## src/hw/rtl/ibd_pkg.sv

```systemverilog
`timescale 1ns / 1ps

package ibd_pkg;

    localparam int unsigned STORE_DEPTH = 6;
    localparam int unsigned NUM_CLASSES = 9;
    localparam int unsigned LEN_W       = 3;
    localparam int unsigned QUEUE_DEPTH = 2;
    localparam int unsigned QPTR_W      = $clog2(QUEUE_DEPTH);
    localparam int unsigned QCNT_W      = QPTR_W + 1;

    typedef enum logic [3:0] {
        CLS_ALU_RM      = 4'd0,
        CLS_ALU_IMM_RM  = 4'd1,
        CLS_ALU_IMM_ACC = 4'd2,
        CLS_MOV_RM_REG  = 4'd3,
        CLS_MOV_MEM_ACC = 4'd4,
        CLS_MOV_IMM_REG = 4'd5,
        CLS_MOV_IMM_RM  = 4'd6,
        CLS_JCC         = 4'd7,
        CLS_LOOP        = 4'd8,
        CLS_UNKNOWN     = 4'd9
    } op_class_t;

    // Entry i belongs to class i; lowest index wins.
    localparam logic [NUM_CLASSES-1:0][7:0] CLASS_MASK = {
        8'b11111100, 8'b11110000, 8'b11111110, 8'b11110000, 8'b11111100,
        8'b11111100, 8'b11000110, 8'b11111100, 8'b11000100
    };
    localparam logic [NUM_CLASSES-1:0][7:0] CLASS_CODE = {
        8'b11100000, 8'b01110000, 8'b11000110, 8'b10110000, 8'b10100000,
        8'b10001000, 8'b00000100, 8'b10000000, 8'b00000000
    };

    typedef struct packed {
        logic [STORE_DEPTH-1:0][7:0] bytes;
        logic [LEN_W-1:0]            len;
    } instr_rec_t;

    typedef struct packed {
        logic       valid;
        instr_rec_t rec;
    } instr_msg_t;

    typedef struct packed {
        logic [1:0]        pad;
        logic [LEN_W-1:0]  length;
        logic signed [7:0] jump_offset;
        logic [15:0]       immediate;
        logic signed [15:0] displacement;
        logic              sign_extend;
        logic              to_register;
        logic              wide;
        logic [2:0]        rm_field;
        logic [2:0]        reg_field;
        logic [1:0]        mode_field;
        logic [3:0]        sub_op;
        op_class_t         op_class;
    } result_t;

    localparam int unsigned OUT_W = $bits(result_t);

    function automatic op_class_t classify(input logic [7:0] b);
        op_class_t c;
        c = CLS_UNKNOWN;
        for (int i = NUM_CLASSES - 1; i >= 0; i--)
        begin
            if ((b & CLASS_MASK[i]) == CLASS_CODE[i])
            begin
                c = op_class_t'(4'(i));
            end
        end
        return c;
    endfunction

    function automatic logic has_modrm(input op_class_t c);
        return c inside {CLS_ALU_RM, CLS_ALU_IMM_RM, CLS_MOV_RM_REG, CLS_MOV_IMM_RM};
    endfunction

    function automatic logic wide_of(input op_class_t c, input logic [7:0] b);
        logic w;
        w = 1'b0;
        if (c == CLS_MOV_IMM_REG)
        begin
            w = b[3];
        end
        else if (c <= CLS_MOV_IMM_RM)
        begin
            w = b[0];
        end
        return w;
    endfunction

    function automatic logic [1:0] imm_len(input op_class_t c, input logic [7:0] b);
        logic [1:0] n;
        logic       w;
        w = wide_of(c, b);
        case (c)
            CLS_ALU_IMM_RM:  n = (w && !b[1]) ? 2'd2 : 2'd1;
            CLS_ALU_IMM_ACC,
            CLS_MOV_IMM_REG,
            CLS_MOV_IMM_RM:  n = w ? 2'd2 : 2'd1;
            CLS_MOV_MEM_ACC: n = 2'd2;
            default:         n = 2'd0;
        endcase
        return n;
    endfunction

    function automatic logic [1:0] disp_len(input logic [7:0] m);
        logic [1:0] n;
        case (m[7:6])
            2'b01:   n = 2'd1;
            2'b10:   n = 2'd2;
            2'b00:   n = (m[2:0] == 3'b110) ? 2'd2 : 2'd0;
            default: n = 2'd0;
        endcase
        return n;
    endfunction

endpackage

```

## src/hw/rtl/ibd_front.sv

```systemverilog
`timescale 1ns / 1ps

module ibd_front
(
    input  logic                 clk,
    input  logic                 rst_n,
    input  logic                 in_valid,
    output logic                 in_ready,
    input  logic [7:0]           code_byte,
    input  logic                 queue_full,
    output ibd_pkg::instr_msg_t  push
);

    logic [ibd_pkg::LEN_W-1:0]              taken_reg;
    logic [ibd_pkg::LEN_W-1:0]              taken_next;
    logic [ibd_pkg::STORE_DEPTH-1:0][7:0]   bytes_reg;
    logic [ibd_pkg::STORE_DEPTH-1:0][7:0]   bytes_next;
    logic [ibd_pkg::LEN_W-1:0]              count;
    logic [ibd_pkg::LEN_W-1:0]              needed;
    ibd_pkg::op_class_t                     cls;
    logic                                   accept;
    logic                                   complete;

    assign in_ready = !queue_full;
    assign accept   = in_valid && in_ready;

    always_comb
    begin
        for (int i = 0; i < ibd_pkg::STORE_DEPTH; i++)
        begin
            bytes_next[i] = (taken_reg == ibd_pkg::LEN_W'(i)) ? code_byte : bytes_reg[i];
        end
    end

    assign count = taken_reg + ibd_pkg::LEN_W'(1);
    assign cls   = ibd_pkg::classify(bytes_next[0]);

    // Length known so far, from the opcode and (once here) the ModRM word.
    always_comb
    begin
        case (cls)
            ibd_pkg::CLS_UNKNOWN: needed = ibd_pkg::LEN_W'(1);
            ibd_pkg::CLS_JCC,
            ibd_pkg::CLS_LOOP:    needed = ibd_pkg::LEN_W'(2);
            default:
            begin
                if (ibd_pkg::has_modrm(cls))
                begin
                    if (count < ibd_pkg::LEN_W'(2))
                    begin
                        needed = ibd_pkg::LEN_W'(2);
                    end
                    else
                    begin
                        needed = ibd_pkg::LEN_W'(2)
                               + ibd_pkg::LEN_W'(ibd_pkg::disp_len(bytes_next[1]))
                               + ibd_pkg::LEN_W'(ibd_pkg::imm_len(cls, bytes_next[0]));
                    end
                end
                else
                begin
                    needed = ibd_pkg::LEN_W'(1)
                           + ibd_pkg::LEN_W'(ibd_pkg::imm_len(cls, bytes_next[0]));
                end
            end
        endcase
    end

    assign complete   = count >= needed;
    assign taken_next = complete ? '0 : count;

    always_ff @(posedge clk or negedge rst_n)
    begin
        if (!rst_n)
        begin
            taken_reg <= '0;
        end
        else if (accept)
        begin
            taken_reg <= taken_next;
        end
    end

    always_ff @(posedge clk)
    begin
        if (accept)
        begin
            bytes_reg <= bytes_next;
        end
    end

    assign push.valid     = accept && complete;
    assign push.rec.bytes = bytes_next;
    assign push.rec.len   = count;

endmodule

```

## src/hw/rtl/ibd_queue.sv

```systemverilog
`timescale 1ns / 1ps

module ibd_queue
(
    input  logic                 clk,
    input  logic                 rst_n,
    input  ibd_pkg::instr_msg_t  push,
    output logic                 full,
    input  logic                 pop_ready,
    output ibd_pkg::instr_msg_t  head
);

    ibd_pkg::instr_rec_t              mem [ibd_pkg::QUEUE_DEPTH];
    logic [ibd_pkg::QPTR_W-1:0]       wr_ptr_reg;
    logic [ibd_pkg::QPTR_W-1:0]       wr_ptr_next;
    logic [ibd_pkg::QPTR_W-1:0]       rd_ptr_reg;
    logic [ibd_pkg::QPTR_W-1:0]       rd_ptr_next;
    logic [ibd_pkg::QCNT_W-1:0]       count_reg;
    logic [ibd_pkg::QCNT_W-1:0]       count_next;
    logic                             push_en;
    logic                             pop_en;

    assign full       = count_reg == ibd_pkg::QCNT_W'(ibd_pkg::QUEUE_DEPTH);
    assign head.valid = count_reg != '0;
    assign head.rec   = mem[rd_ptr_reg];

    assign push_en = push.valid && !full;
    assign pop_en  = head.valid && pop_ready;

    always_comb
    begin
        wr_ptr_next = wr_ptr_reg;
        rd_ptr_next = rd_ptr_reg;
        count_next  = count_reg;
        if (push_en)
        begin
            wr_ptr_next = (wr_ptr_reg == ibd_pkg::QPTR_W'(ibd_pkg::QUEUE_DEPTH - 1))
                        ? '0 : wr_ptr_reg + ibd_pkg::QPTR_W'(1);
        end
        if (pop_en)
        begin
            rd_ptr_next = (rd_ptr_reg == ibd_pkg::QPTR_W'(ibd_pkg::QUEUE_DEPTH - 1))
                        ? '0 : rd_ptr_reg + ibd_pkg::QPTR_W'(1);
        end
        if (push_en && !pop_en)
        begin
            count_next = count_reg + ibd_pkg::QCNT_W'(1);
        end
        else if (pop_en && !push_en)
        begin
            count_next = count_reg - ibd_pkg::QCNT_W'(1);
        end
    end

    always_ff @(posedge clk or negedge rst_n)
    begin
        if (!rst_n)
        begin
            wr_ptr_reg <= '0;
            rd_ptr_reg <= '0;
            count_reg  <= '0;
        end
        else
        begin
            wr_ptr_reg <= wr_ptr_next;
            rd_ptr_reg <= rd_ptr_next;
            count_reg  <= count_next;
        end
    end

    always_ff @(posedge clk)
    begin
        if (push_en)
        begin
            mem[wr_ptr_reg] <= push.rec;
        end
    end

endmodule

```

## src/hw/rtl/ibd_back.sv

```systemverilog
`timescale 1ns / 1ps

module ibd_back
(
    input  logic                 clk,
    input  logic                 rst_n,
    input  ibd_pkg::instr_msg_t  head,
    output logic                 pop_ready,
    output logic                 out_valid,
    input  logic                 out_ready,
    output ibd_pkg::result_t     out_data
);

    logic               out_valid_reg;
    logic               out_valid_next;
    ibd_pkg::result_t   out_data_reg;
    ibd_pkg::result_t   out_data_next;
    logic               load;

    function automatic ibd_pkg::result_t decode(input ibd_pkg::instr_rec_t rec);
        ibd_pkg::result_t   r;
        ibd_pkg::op_class_t c;
        logic [7:0]         b;
        logic [7:0]         m;
        logic [7:0]         lo;
        logic [7:0]         hi;
        logic               w;
        logic [1:0]         il;
        logic [1:0]         dl;
        logic [2:0]         p;
        b  = rec.bytes[0];
        m  = rec.bytes[1];
        c  = ibd_pkg::classify(b);
        w  = ibd_pkg::wide_of(c, b);
        il = ibd_pkg::imm_len(c, b);
        dl = ibd_pkg::disp_len(m);
        r  = '0;
        r.op_class   = c;
        r.mode_field = 2'b11;
        r.wide       = w;
        r.length     = rec.len;
        p            = 3'd1;
        if (c == ibd_pkg::CLS_ALU_IMM_RM)
        begin
            r.sign_extend = b[1];
        end
        if (ibd_pkg::has_modrm(c))
        begin
            r.mode_field = m[7:6];
            r.reg_field  = m[5:3];
            r.rm_field   = m[2:0];
            p            = 3'd2 + 3'(dl);
            if (dl == 2'd1)
            begin
                r.displacement = {{8{rec.bytes[2][7]}}, rec.bytes[2]};
            end
            else if (dl == 2'd2)
            begin
                r.displacement = {rec.bytes[3], rec.bytes[2]};
            end
        end
        // Immediate or direct address follows the opcode, or the ModRM and displacement words.
        lo = rec.bytes[p];
        hi = rec.bytes[p + 3'd1];
        if (il == 2'd2)
        begin
            r.immediate = {hi, lo};
        end
        else if (il == 2'd1)
        begin
            if (c == ibd_pkg::CLS_ALU_IMM_RM && b[1] && w && lo[7])
            begin
                r.immediate = {8'hFF, lo};
            end
            else
            begin
                r.immediate = {8'h00, lo};
            end
        end
        case (c)
            ibd_pkg::CLS_ALU_RM:
            begin
                r.sub_op      = {1'b0, b[5:3]};
                r.to_register = b[1];
            end
            ibd_pkg::CLS_ALU_IMM_RM:
            begin
                r.sub_op = {1'b0, m[5:3]};
            end
            ibd_pkg::CLS_ALU_IMM_ACC:
            begin
                r.sub_op      = {1'b0, b[5:3]};
                r.to_register = 1'b1;
            end
            ibd_pkg::CLS_MOV_RM_REG:
            begin
                r.to_register = b[1];
            end
            ibd_pkg::CLS_MOV_MEM_ACC:
            begin
                r.to_register = ~b[1];
            end
            ibd_pkg::CLS_MOV_IMM_REG:
            begin
                r.reg_field   = b[2:0];
                r.to_register = 1'b1;
            end
            ibd_pkg::CLS_JCC:
            begin
                r.sub_op      = b[3:0];
                r.jump_offset = m;
            end
            ibd_pkg::CLS_LOOP:
            begin
                r.sub_op      = {2'b00, b[1:0]};
                r.jump_offset = m;
            end
            default:
            begin
                r.sub_op = '0;
            end
        endcase
        return r;
    endfunction

    assign pop_ready = !out_valid_reg || out_ready;
    assign load      = head.valid && pop_ready;

    assign out_valid_next = load || (out_valid_reg && !out_ready);
    assign out_data_next  = decode(head.rec);

    always_ff @(posedge clk or negedge rst_n)
    begin
        if (!rst_n)
        begin
            out_valid_reg <= 1'b0;
        end
        else
        begin
            out_valid_reg <= out_valid_next;
        end
    end

    always_ff @(posedge clk)
    begin
        if (load)
        begin
            out_data_reg <= out_data_next;
        end
    end

    assign out_valid = out_valid_reg;
    assign out_data  = out_data_reg;

endmodule

```

## src/hw/rtl/x86_16_instruction_byte_decoder_unit.sv

```systemverilog
`timescale 1ns / 1ps
// 8086 instruction byte decoder (opcode subset).
// Input stream: one code byte per word on s_tdata. Output stream: one word per
// finished instruction on m_tdata with the decoded fields and the length.
// Bytes that start no known opcode come out at once as one-byte unknown
// instructions.
// Throughput: one byte per cycle, sustained while the queue is not full,
// independent of instruction length. The queue entry is written at the edge
// that takes the last byte of an instruction; the output register loads from
// the queue, raising m_tvalid, once it is free to take a new word.
// The front end gathers bytes and finds instruction boundaries; the back end
// decodes a whole instruction from the queue into the output register.
// Stall: while m_tready is low the output word holds; the queue fills and
// s_tready drops once both queue entries are taken.
// Reset: rst_n clears the byte count, the queue and the output valid; the next
// byte accepted is taken as the first byte of an instruction.
module x86_16_instruction_byte_decoder_unit
(
    input  logic                        clk,
    input  logic                        rst_n,
    input  logic                        s_tvalid,
    output logic                        s_tready,
    input  logic [7:0]                  s_tdata,   // [7:0] code_byte
    output logic                        m_tvalid,
    input  logic                        m_tready,
    // [3:0] op_class, [7:4] sub_op, [9:8] mode_field, [12:10] reg_field,
    // [15:13] rm_field, [16] wide, [17] to_register, [18] sign_extend,
    // [34:19] displacement, [50:35] immediate, [58:51] jump_offset,
    // [61:59] length, [63:62] zero
    output logic [ibd_pkg::OUT_W-1:0]   m_tdata
);

    ibd_pkg::instr_msg_t  push;
    ibd_pkg::instr_msg_t  head;
    ibd_pkg::result_t     res;
    logic                 queue_full;
    logic                 pop_ready;

    ibd_front u_front
    (
        .clk        (clk),
        .rst_n      (rst_n),
        .in_valid   (s_tvalid),
        .in_ready   (s_tready),
        .code_byte  (s_tdata),
        .queue_full (queue_full),
        .push       (push)
    );

    ibd_queue u_queue
    (
        .clk        (clk),
        .rst_n      (rst_n),
        .push       (push),
        .full       (queue_full),
        .pop_ready  (pop_ready),
        .head       (head)
    );

    ibd_back u_back
    (
        .clk        (clk),
        .rst_n      (rst_n),
        .head       (head),
        .pop_ready  (pop_ready),
        .out_valid  (m_tvalid),
        .out_ready  (m_tready),
        .out_data   (res)
    );

    assign m_tdata = res;

    a_no_push_when_full: assert property (@(posedge clk) disable iff (!rst_n)
        push.valid |-> !queue_full)
        else $error("instruction pushed into a full queue");

    a_length_range: assert property (@(posedge clk) disable iff (!rst_n)
        m_tvalid |-> (res.length != 3'd0 && res.length <= 3'd6))
        else $error("instruction length out of range");

    a_unknown_single_byte: assert property (@(posedge clk) disable iff (!rst_n)
        (m_tvalid && res.op_class == ibd_pkg::CLS_UNKNOWN) |-> res.length == 3'd1)
        else $error("unknown opcode not emitted as one byte");

endmodule

```

## config.mk

```make
export PLATFORM = sky130hd
export DESIGN_NAME = x86_16_instruction_byte_decoder_unit
export DESIGN_NICKNAME = d
export VERILOG_FILES = /design/src/hw/rtl/ibd_pkg.sv /design/src/hw/rtl/ibd_front.sv /design/src/hw/rtl/ibd_queue.sv /design/src/hw/rtl/ibd_back.sv /design/src/hw/rtl/x86_16_instruction_byte_decoder_unit.sv
export SDC_FILE = /design/constraint.sdc
export NUM_CORES = 1
export LEC_CHECK = 0
export BUFFER_PORTS_ARGS = -buffer_cell sky130_fd_sc_hd__buf_4
export CAP_MARGIN = 10
export CORE_UTILIZATION = 35
export DETAILED_ROUTE_END_ITERATION = 6
export PLACE_DENSITY_LB_ADDON = 0.2
export SLEW_MARGIN = 10
export SYNTH_ARGS = -nofsm -noshare
export SYNTH_HDL_FRONTEND = slang
export SYNTH_SLANG_ARGS = --single-unit
```

## constraint.sdc

```tcl
create_clock -name clk -period 17.6 [get_ports clk]
set_clock_uncertainty 0.2 [all_clocks]
set_input_delay 1.76 -clock clk [delete_from_list [all_inputs] [get_ports clk]]
set_output_delay 1.76 -clock clk [all_outputs]
set_load 0.05 [all_outputs]
```

**After elaboration in Yosys (flattened, before gate mapping)**

Memories as Yosys holds them, arrays and structs flattened.
Index checks and enable logic that the tools add are counted.

- Bitwise operators: 1
- Magnitude comparators: 6
- $add $sub $neg: 10
- Equality and inequality tests: 49
- Reduce and logical (&&, ||, !) cells: 41
- Muxes and demuxes: 78

Operators with widths:

| cell | count |
|---|---|
| two-way mux 16 bit | 5 |
| two-way mux 4 bit | 16 |
| two-way mux 8 bit | 8 |
| binary-select mux 8 bit (select 3 bit) | 2 |
| equality test 6 bit (second input constant) | 8 |
| equality test 4 x 3 -> 1 bit (second input constant) | 10 |
| two-way mux 2 bit | 18 |
| case mux 2 bit (3 select lines) | 5 |
| equality test 4 x 2 -> 1 bit (second input constant) | 6 |
| equality test 4 bit (second input constant) | 5 |
| logical NOT 8 bit | 2 |
| case mux 4 bit (4 select lines) | 1 |
| two-way mux 1 bit | 15 |
| two-way mux 3 bit | 5 |
| equality test 7 bit (second input constant) | 2 |
| logical AND 1 bit | 13 |
| equality test 3 bit (second input constant) | 4 |
| equality test 2 bit (second input constant) | 5 |
| OR reduction 2 bit | 5 |
| OR reduction 3 bit | 3 |
| equality test 2 x 1 -> 1 bit (second input constant) | 4 |
| equality test 4 x 1 -> 1 bit (second input constant) | 2 |
| <= comparator 4 x 3 -> 1 bit (second input constant) | 2 |
| logical NOT 4 bit | 2 |
| other kinds (22) | 37 |

- Memories: 1
- Bits in registers: 118
- RAM bits: 102
- Bits of input ports: 12
- Output and inout port bits: 66

Memories:

| name | words | bits a word | read ports | clocked after memory_dff | wr ports | RTL line | text |
|---|---|---|---|---|---|---|---|
| u_queue.mem | 2 | 51 | 1 | 0 | 1 | ibd_queue.sv:13 | `ibd_pkg::instr_rec_t mem [ibd_pkg::QUEUE_DEPTH];` |

**Longest topological paths before layout**

- Depth after elaboration: 35
- Mapped depth: 24

**Cells and area by module**

From an unflattened synthesis, not the netlist that was laid out.

- Cell total of the unflattened synthesis: 687
- Area total of the unflattened synthesis: 10551.4 sq um

Modules (own cells, without submodules):

| module | cells an instance | times used | area an instance (sq um) |
|---|---|---|---|
| ibd_queue | 178 | 1 | 4130.2 |
| ibd_back | 291 | 1 | 3520.9 |
| ibd_front | 218 | 1 | 2900.3 |

**Worst setup path after synthesis**

OpenSTA, ideal clock, no wires.

- Kind: input to register
- Start: input port s_tdata[7]
- End: memory u_queue.mem[0][0] (netlist bit) (enable)
- Data arrival time: 7134 ps
- Setup time: 466 ps
- Stages on the path: 17
- Path slack: 9800 ps
- Cells stage by stage: clkbuf_1 mux2i_1 inv_1 o22ai_1 a2111oi_0 o32ai_1 a21oi_1 ha_1 inv_1 ha_1 xnor2_1 nand2_1 a2111o_1 ha_1 a21o_1 and2_1 nor2b_1

RTL lines:

| what | RTL line | text |
|---|---|---|
| from (decl) | x86_16_instruction_byte_decoder_unit.sv:23 | `input logic [7:0] s_tdata,` |
| to (decl) | ibd_queue.sv:13 |  |

==> summary.txt <==
Placed design
  – Port bufs: 75
  – GPL Wtd Cong: 0.811
  – Detailed placement HPWL: around 17 mm

Timing
  – Final setup viols: 0
  – Rel. slew slack: approximately 18%
  – Number of hold-slack violations in the final timing report: 0
  – Highest clock rate: 0.152 GHz
  – Slew @ Worst Pin: around 1.2 ns
  – Final count of pins violating max slew: 0
  – Time the worst path needs with I/O delays and setup: approximately 6.6 ns
  – Tcrit/Tclk final: between 30 and 40%
  – Sum of negative setup slack: 0 ns
  – Hold slack final: approximately 0.32 ns
  – RSZ-0062 raised after global routing: false

Synth
  – Share of synthesized area occupied by flip-flops and latches: between 60 and 70%
  – Count of warnings emitted by yosys: 0
  – Most instantiated flip-flop cell in the synthesis netlist: sky130_fd_sc_hd__edfxtp_1
  – Synthesized area per cell: about 15 um^2
  – Share of synthesized flip-flops with an asynchronous set or reset: under 10%
  – Post-synth top area share: 62.1%
  – Flop and latch count out of synthesis: 220
  – Most area-hungry cell type in the Yosys netlist: sky130_fd_sc_hd__edfxtp_1
  – Synth area leaders: sky130_fd_sc_hd__edfxtp_1 (62%), sky130_fd_sc_hd__mux2_2 (5.2%), sky130_fd_sc_hd__mux2i_1 (5.1%)
  – Yosys cell types: 66
  – Count of flip-flops with a built-in enable after synthesis: 212
  – Post-Synthesis Cell Area: between 10000 and 15000 um^2
  – Synthesized instance count: slightly below 700

Global routing
  – Initial antenna violation count: 0
  – Overall global routing resource usage: 16.0%
  – Number of global-route vias before repair: slightly above 6000
  – Wire length of the first global-routing pass: between 30 and 40 mm
  – Aggregate global routing overflow: 0
  – Largest net degree at the start of global routing: 60

Worst setup path
  – Worst endpoint required time: around 18 ns
  – Highest cell delay on the worst timing path: 0.67 ns
  – Slack of the worst reg-to-reg path: roughly 11 ns
  – Worst path slowest cell: sky130_fd_sc_hd__nor2b_1
  – Class of the most critical setup path: reg2reg
  – Cell with the most instances on the worst path: sky130_fd_sc_hd__ha_1
  – Arrival time at the worst endpoint: 6.51 ns
  – Crit path capture: u_queue.mem[1][45]$_DFFE_PP_
  – Kind of start point of the critical path: register
  – Cells along the critical path: inv_1, ha_1, nor2b_1, mux2i_1, inv_1, nor4bb_1, a2111oi_0, o32a_1, a21o_1, ha_1, ha_1, xnor2_1, nand2_1, a2111o_1, ha_1, a21o_1, and3_2, buf_4
  – Critical Path Stages: 18
  – FF-to-FF Start: u_front.taken_reg[0]$_DFFE_PN0P_
  – Worst Path Max Fanout: 29
  – FF-to-FF End: u_queue.mem[1][45]$_DFFE_PP_
  – Number of cells on the worst reg-to-reg path: 18
  – Worst path top cell family by delay: simple AND/OR/NAND/NOR gates
  – Source of the critical timing path: u_front.taken_reg[0]$_DFFE_PN0P_
  – Number of buffers and inverters on the critical path: 3
  – Worst setup EP type: register

Clocking
  – TritonCTS buffer count: 24
  – Clock network latency to the later pin of the worst-skew pair: 0.52 ns
  – Quantity of gates resized following cts: 0
  – # Post-CTS Setup Buffers: 0
  – Maximum number of buffers from clock root to sink: 3
  – Number of hold buffers added after CTS: 0
  – CTS H-tree depth: 1
  – Number of clock sinks: 220
  – Clock tree from TritonCTS: built
  – Clock root cell: sky130_fd_sc_hd__clkbuf_16
  – Clock slew at reported path FFs: 0.06 ns

Power and ir drop
  – Highest ir drop seen on vdd: between 0.1 and 0.15 mV
  – Leakage dissipation: approximately 4.5 nW
  – Ratio of total power to cell area: about 220 nW/um^2

Worst hold path
  – Classification of the worst-slack hold path: reg2reg
  – Launch instance of the worst min-delay path: u_back.out_valid$_DFF_PN0_

Drt
  – Number of nets with antenna violations after detailed routing: 0
  – Iteration count of the initial detailed-routing pass: 7
  – Via density per instance: 5.31
  – Detailed Route Iter0 Violations: 470
  – Post-DR wirelength/cell: ~20 um
  – Final WL: about 24 mm
  – DRC violations left: 0
  – Via Count: roughly 6200

Final layout
  – Number of diodes: 0
  – Number of filler cells placed in the layout: roughly 2600
  – Area growth from synthesis to layout: 17.1%
  – Commonest non-fill, non-tap cell in the layout: sky130_fd_sc_hd__edfxtp_1
  – Net count, final: 800
  – Leading cell types in the layout, fill and taps excluded: sky130_fd_sc_hd__edfxtp_1 (212), sky130_fd_sc_hd__buf_4 (83), sky130_fd_sc_hd__mux2i_1 (52)
  – Max FFs per register: between 100 and 150
  – Fraction of final layout cells sized beyond drive strength 1: between 20% and 30%

Floorplanning
  – Floorplan core area: 28800 um^2
  – Initial core utilization: between 30% and 40%
  – I/O Pins: just under 80
  – Die area: approximately 30000 um^2
  – Die outline width: approximately 170 um
  – Vertical die dimension: approximately 170 um
  – Row count: 62

Status
  – Outcome: finished, final reports clean

Flow run
  – Max-cap violation count: 0
==> cell type report <==
class | count | area, um^2 | share of cell area, %
Inverter | 24 | 90.1 | 0.751
Tap cell | 384 | 480 | 4.00
Clock buffer | 33 | 666 | 5.55
Sequential cell | 220 | 6570 | 54.8
Timing Repair Buffer | 83 | 623 | 5.19
Multi-Input combinational cell | 421 | 3460 | 28.9
Clock inverter | 10 | 104 | 0.866
==> power by group <==
group | switching [mW] | internal (mW) | total [mW]
clock network | 0.195 | 0.293 | 0.488
registers | 0.0954 | 0.866 | 0.961
logic | 0.763 | 0.389 | 1.15
==> kinds of logic (layout without fill, tap and decap cells) <==
| kind of cell | after synthesis | in the layout | share of synthesized area (%) |
|---|---|---|---|
| AOI/OAI and AO/OA | 113 | 113 | 7.55 |
| xor gates and xnor gates | 8 | 8 | 0.684 |
| adders and majority gates | 14 | 14 | 1.71 |
| buffers and inverters | 55 | 150 | 2.36 |
| DFF | 220 | 220 | 64.1 |
| muxes | 122 | 122 | 15.3 |
| other | 1 | 2 | 0.0366 |
| and+or+nand+nor | 162 | 162 | 8.28 |
==> stage by stage <==
step / area [um^2] / setup slack (ns) / std cells / power [mW] / util [%]
after CTS: 12000 / 11.06 / 1175 / 2.62 / 41.7
after global placement: 11200 / 10.89 / 1132 / 2.11 / 39.0
final: 12000 / 11.04 / 1175 / 2.60 / 41.7
after floorplan: 10200 / 9.80 / 696 / 1.78 / -
after detailed placement: 11200 / 10.80 / 1132 / 2.13 / 39.0
after global routing: 12000 / 10.45 / 1175 / 2.74 / 41.7
==> tightest hold or removal path: stages, from the launching register on <==
cell	delay, ns
sky130_fd_sc_hd__dfrtp_1	0.35
sky130_fd_sc_hd__nand2b_1	0.07
sky130_fd_sc_hd__nand2_1	0.06
==> routing by layer <==
layer	vias up	share of wire, %	wire length (um)	GRT usage, %
li1	2877	-	-	-
met1	3092	48	11500	23.9
met2	236	44	10600	23.9
met3	36	5.6	1340	2.55
met4	0	2.4	583	4.57
met5	-	0	0	0
==> how the worst min path moves through the flow <==
stage | end | cells past startpoint | slack, ns
after floorplan | u_queue.wr_ptr_reg$_DFFE_PN0P_ | 1 | 0.26
after global placement | u_back.out_valid$_DFF_PN0_ | 2 | 0.29
after detailed placement | u_back.out_valid$_DFF_PN0_ | 2 | 0.30
after CTS | u_back.out_valid$_DFF_PN0_ | 2 | 0.32
after global routing | u_queue.count_reg[1]$_DFFE_PN0P_ | 1 | 0.36
final | u_back.out_valid$_DFF_PN0_ | 2 | 0.32
==> synthesized netlist by cell type (6+ instances only) <==
master and instances:
sky130_fd_sc_hd__edfxtp_1 212, sky130_fd_sc_hd__mux4_2 23, sky130_fd_sc_hd__inv_1 24, sky130_fd_sc_hd__clkbuf_1 14, sky130_fd_sc_hd__nand2b_1 12, sky130_fd_sc_hd__mux2i_1 52, sky130_fd_sc_hd__o22ai_1 14, sky130_fd_sc_hd__and3_1 7
sky130_fd_sc_hd__buf_2 12, sky130_fd_sc_hd__nor2_1 40, sky130_fd_sc_hd__nand3_1 12, sky130_fd_sc_hd__o21bai_1 6, sky130_fd_sc_hd__o21ai_1 8, sky130_fd_sc_hd__a21o_1 6, sky130_fd_sc_hd__ha_1 14, sky130_fd_sc_hd__nand2_1 46
sky130_fd_sc_hd__nor2b_1 8, sky130_fd_sc_hd__o31ai_1 7, sky130_fd_sc_hd__mux2_2 47, sky130_fd_sc_hd__a21oi_1 12, sky130_fd_sc_hd__o21ai_0 20, sky130_fd_sc_hd__dfrtp_1 8
No activity file was read; power rests on OpenSTA's default activity.
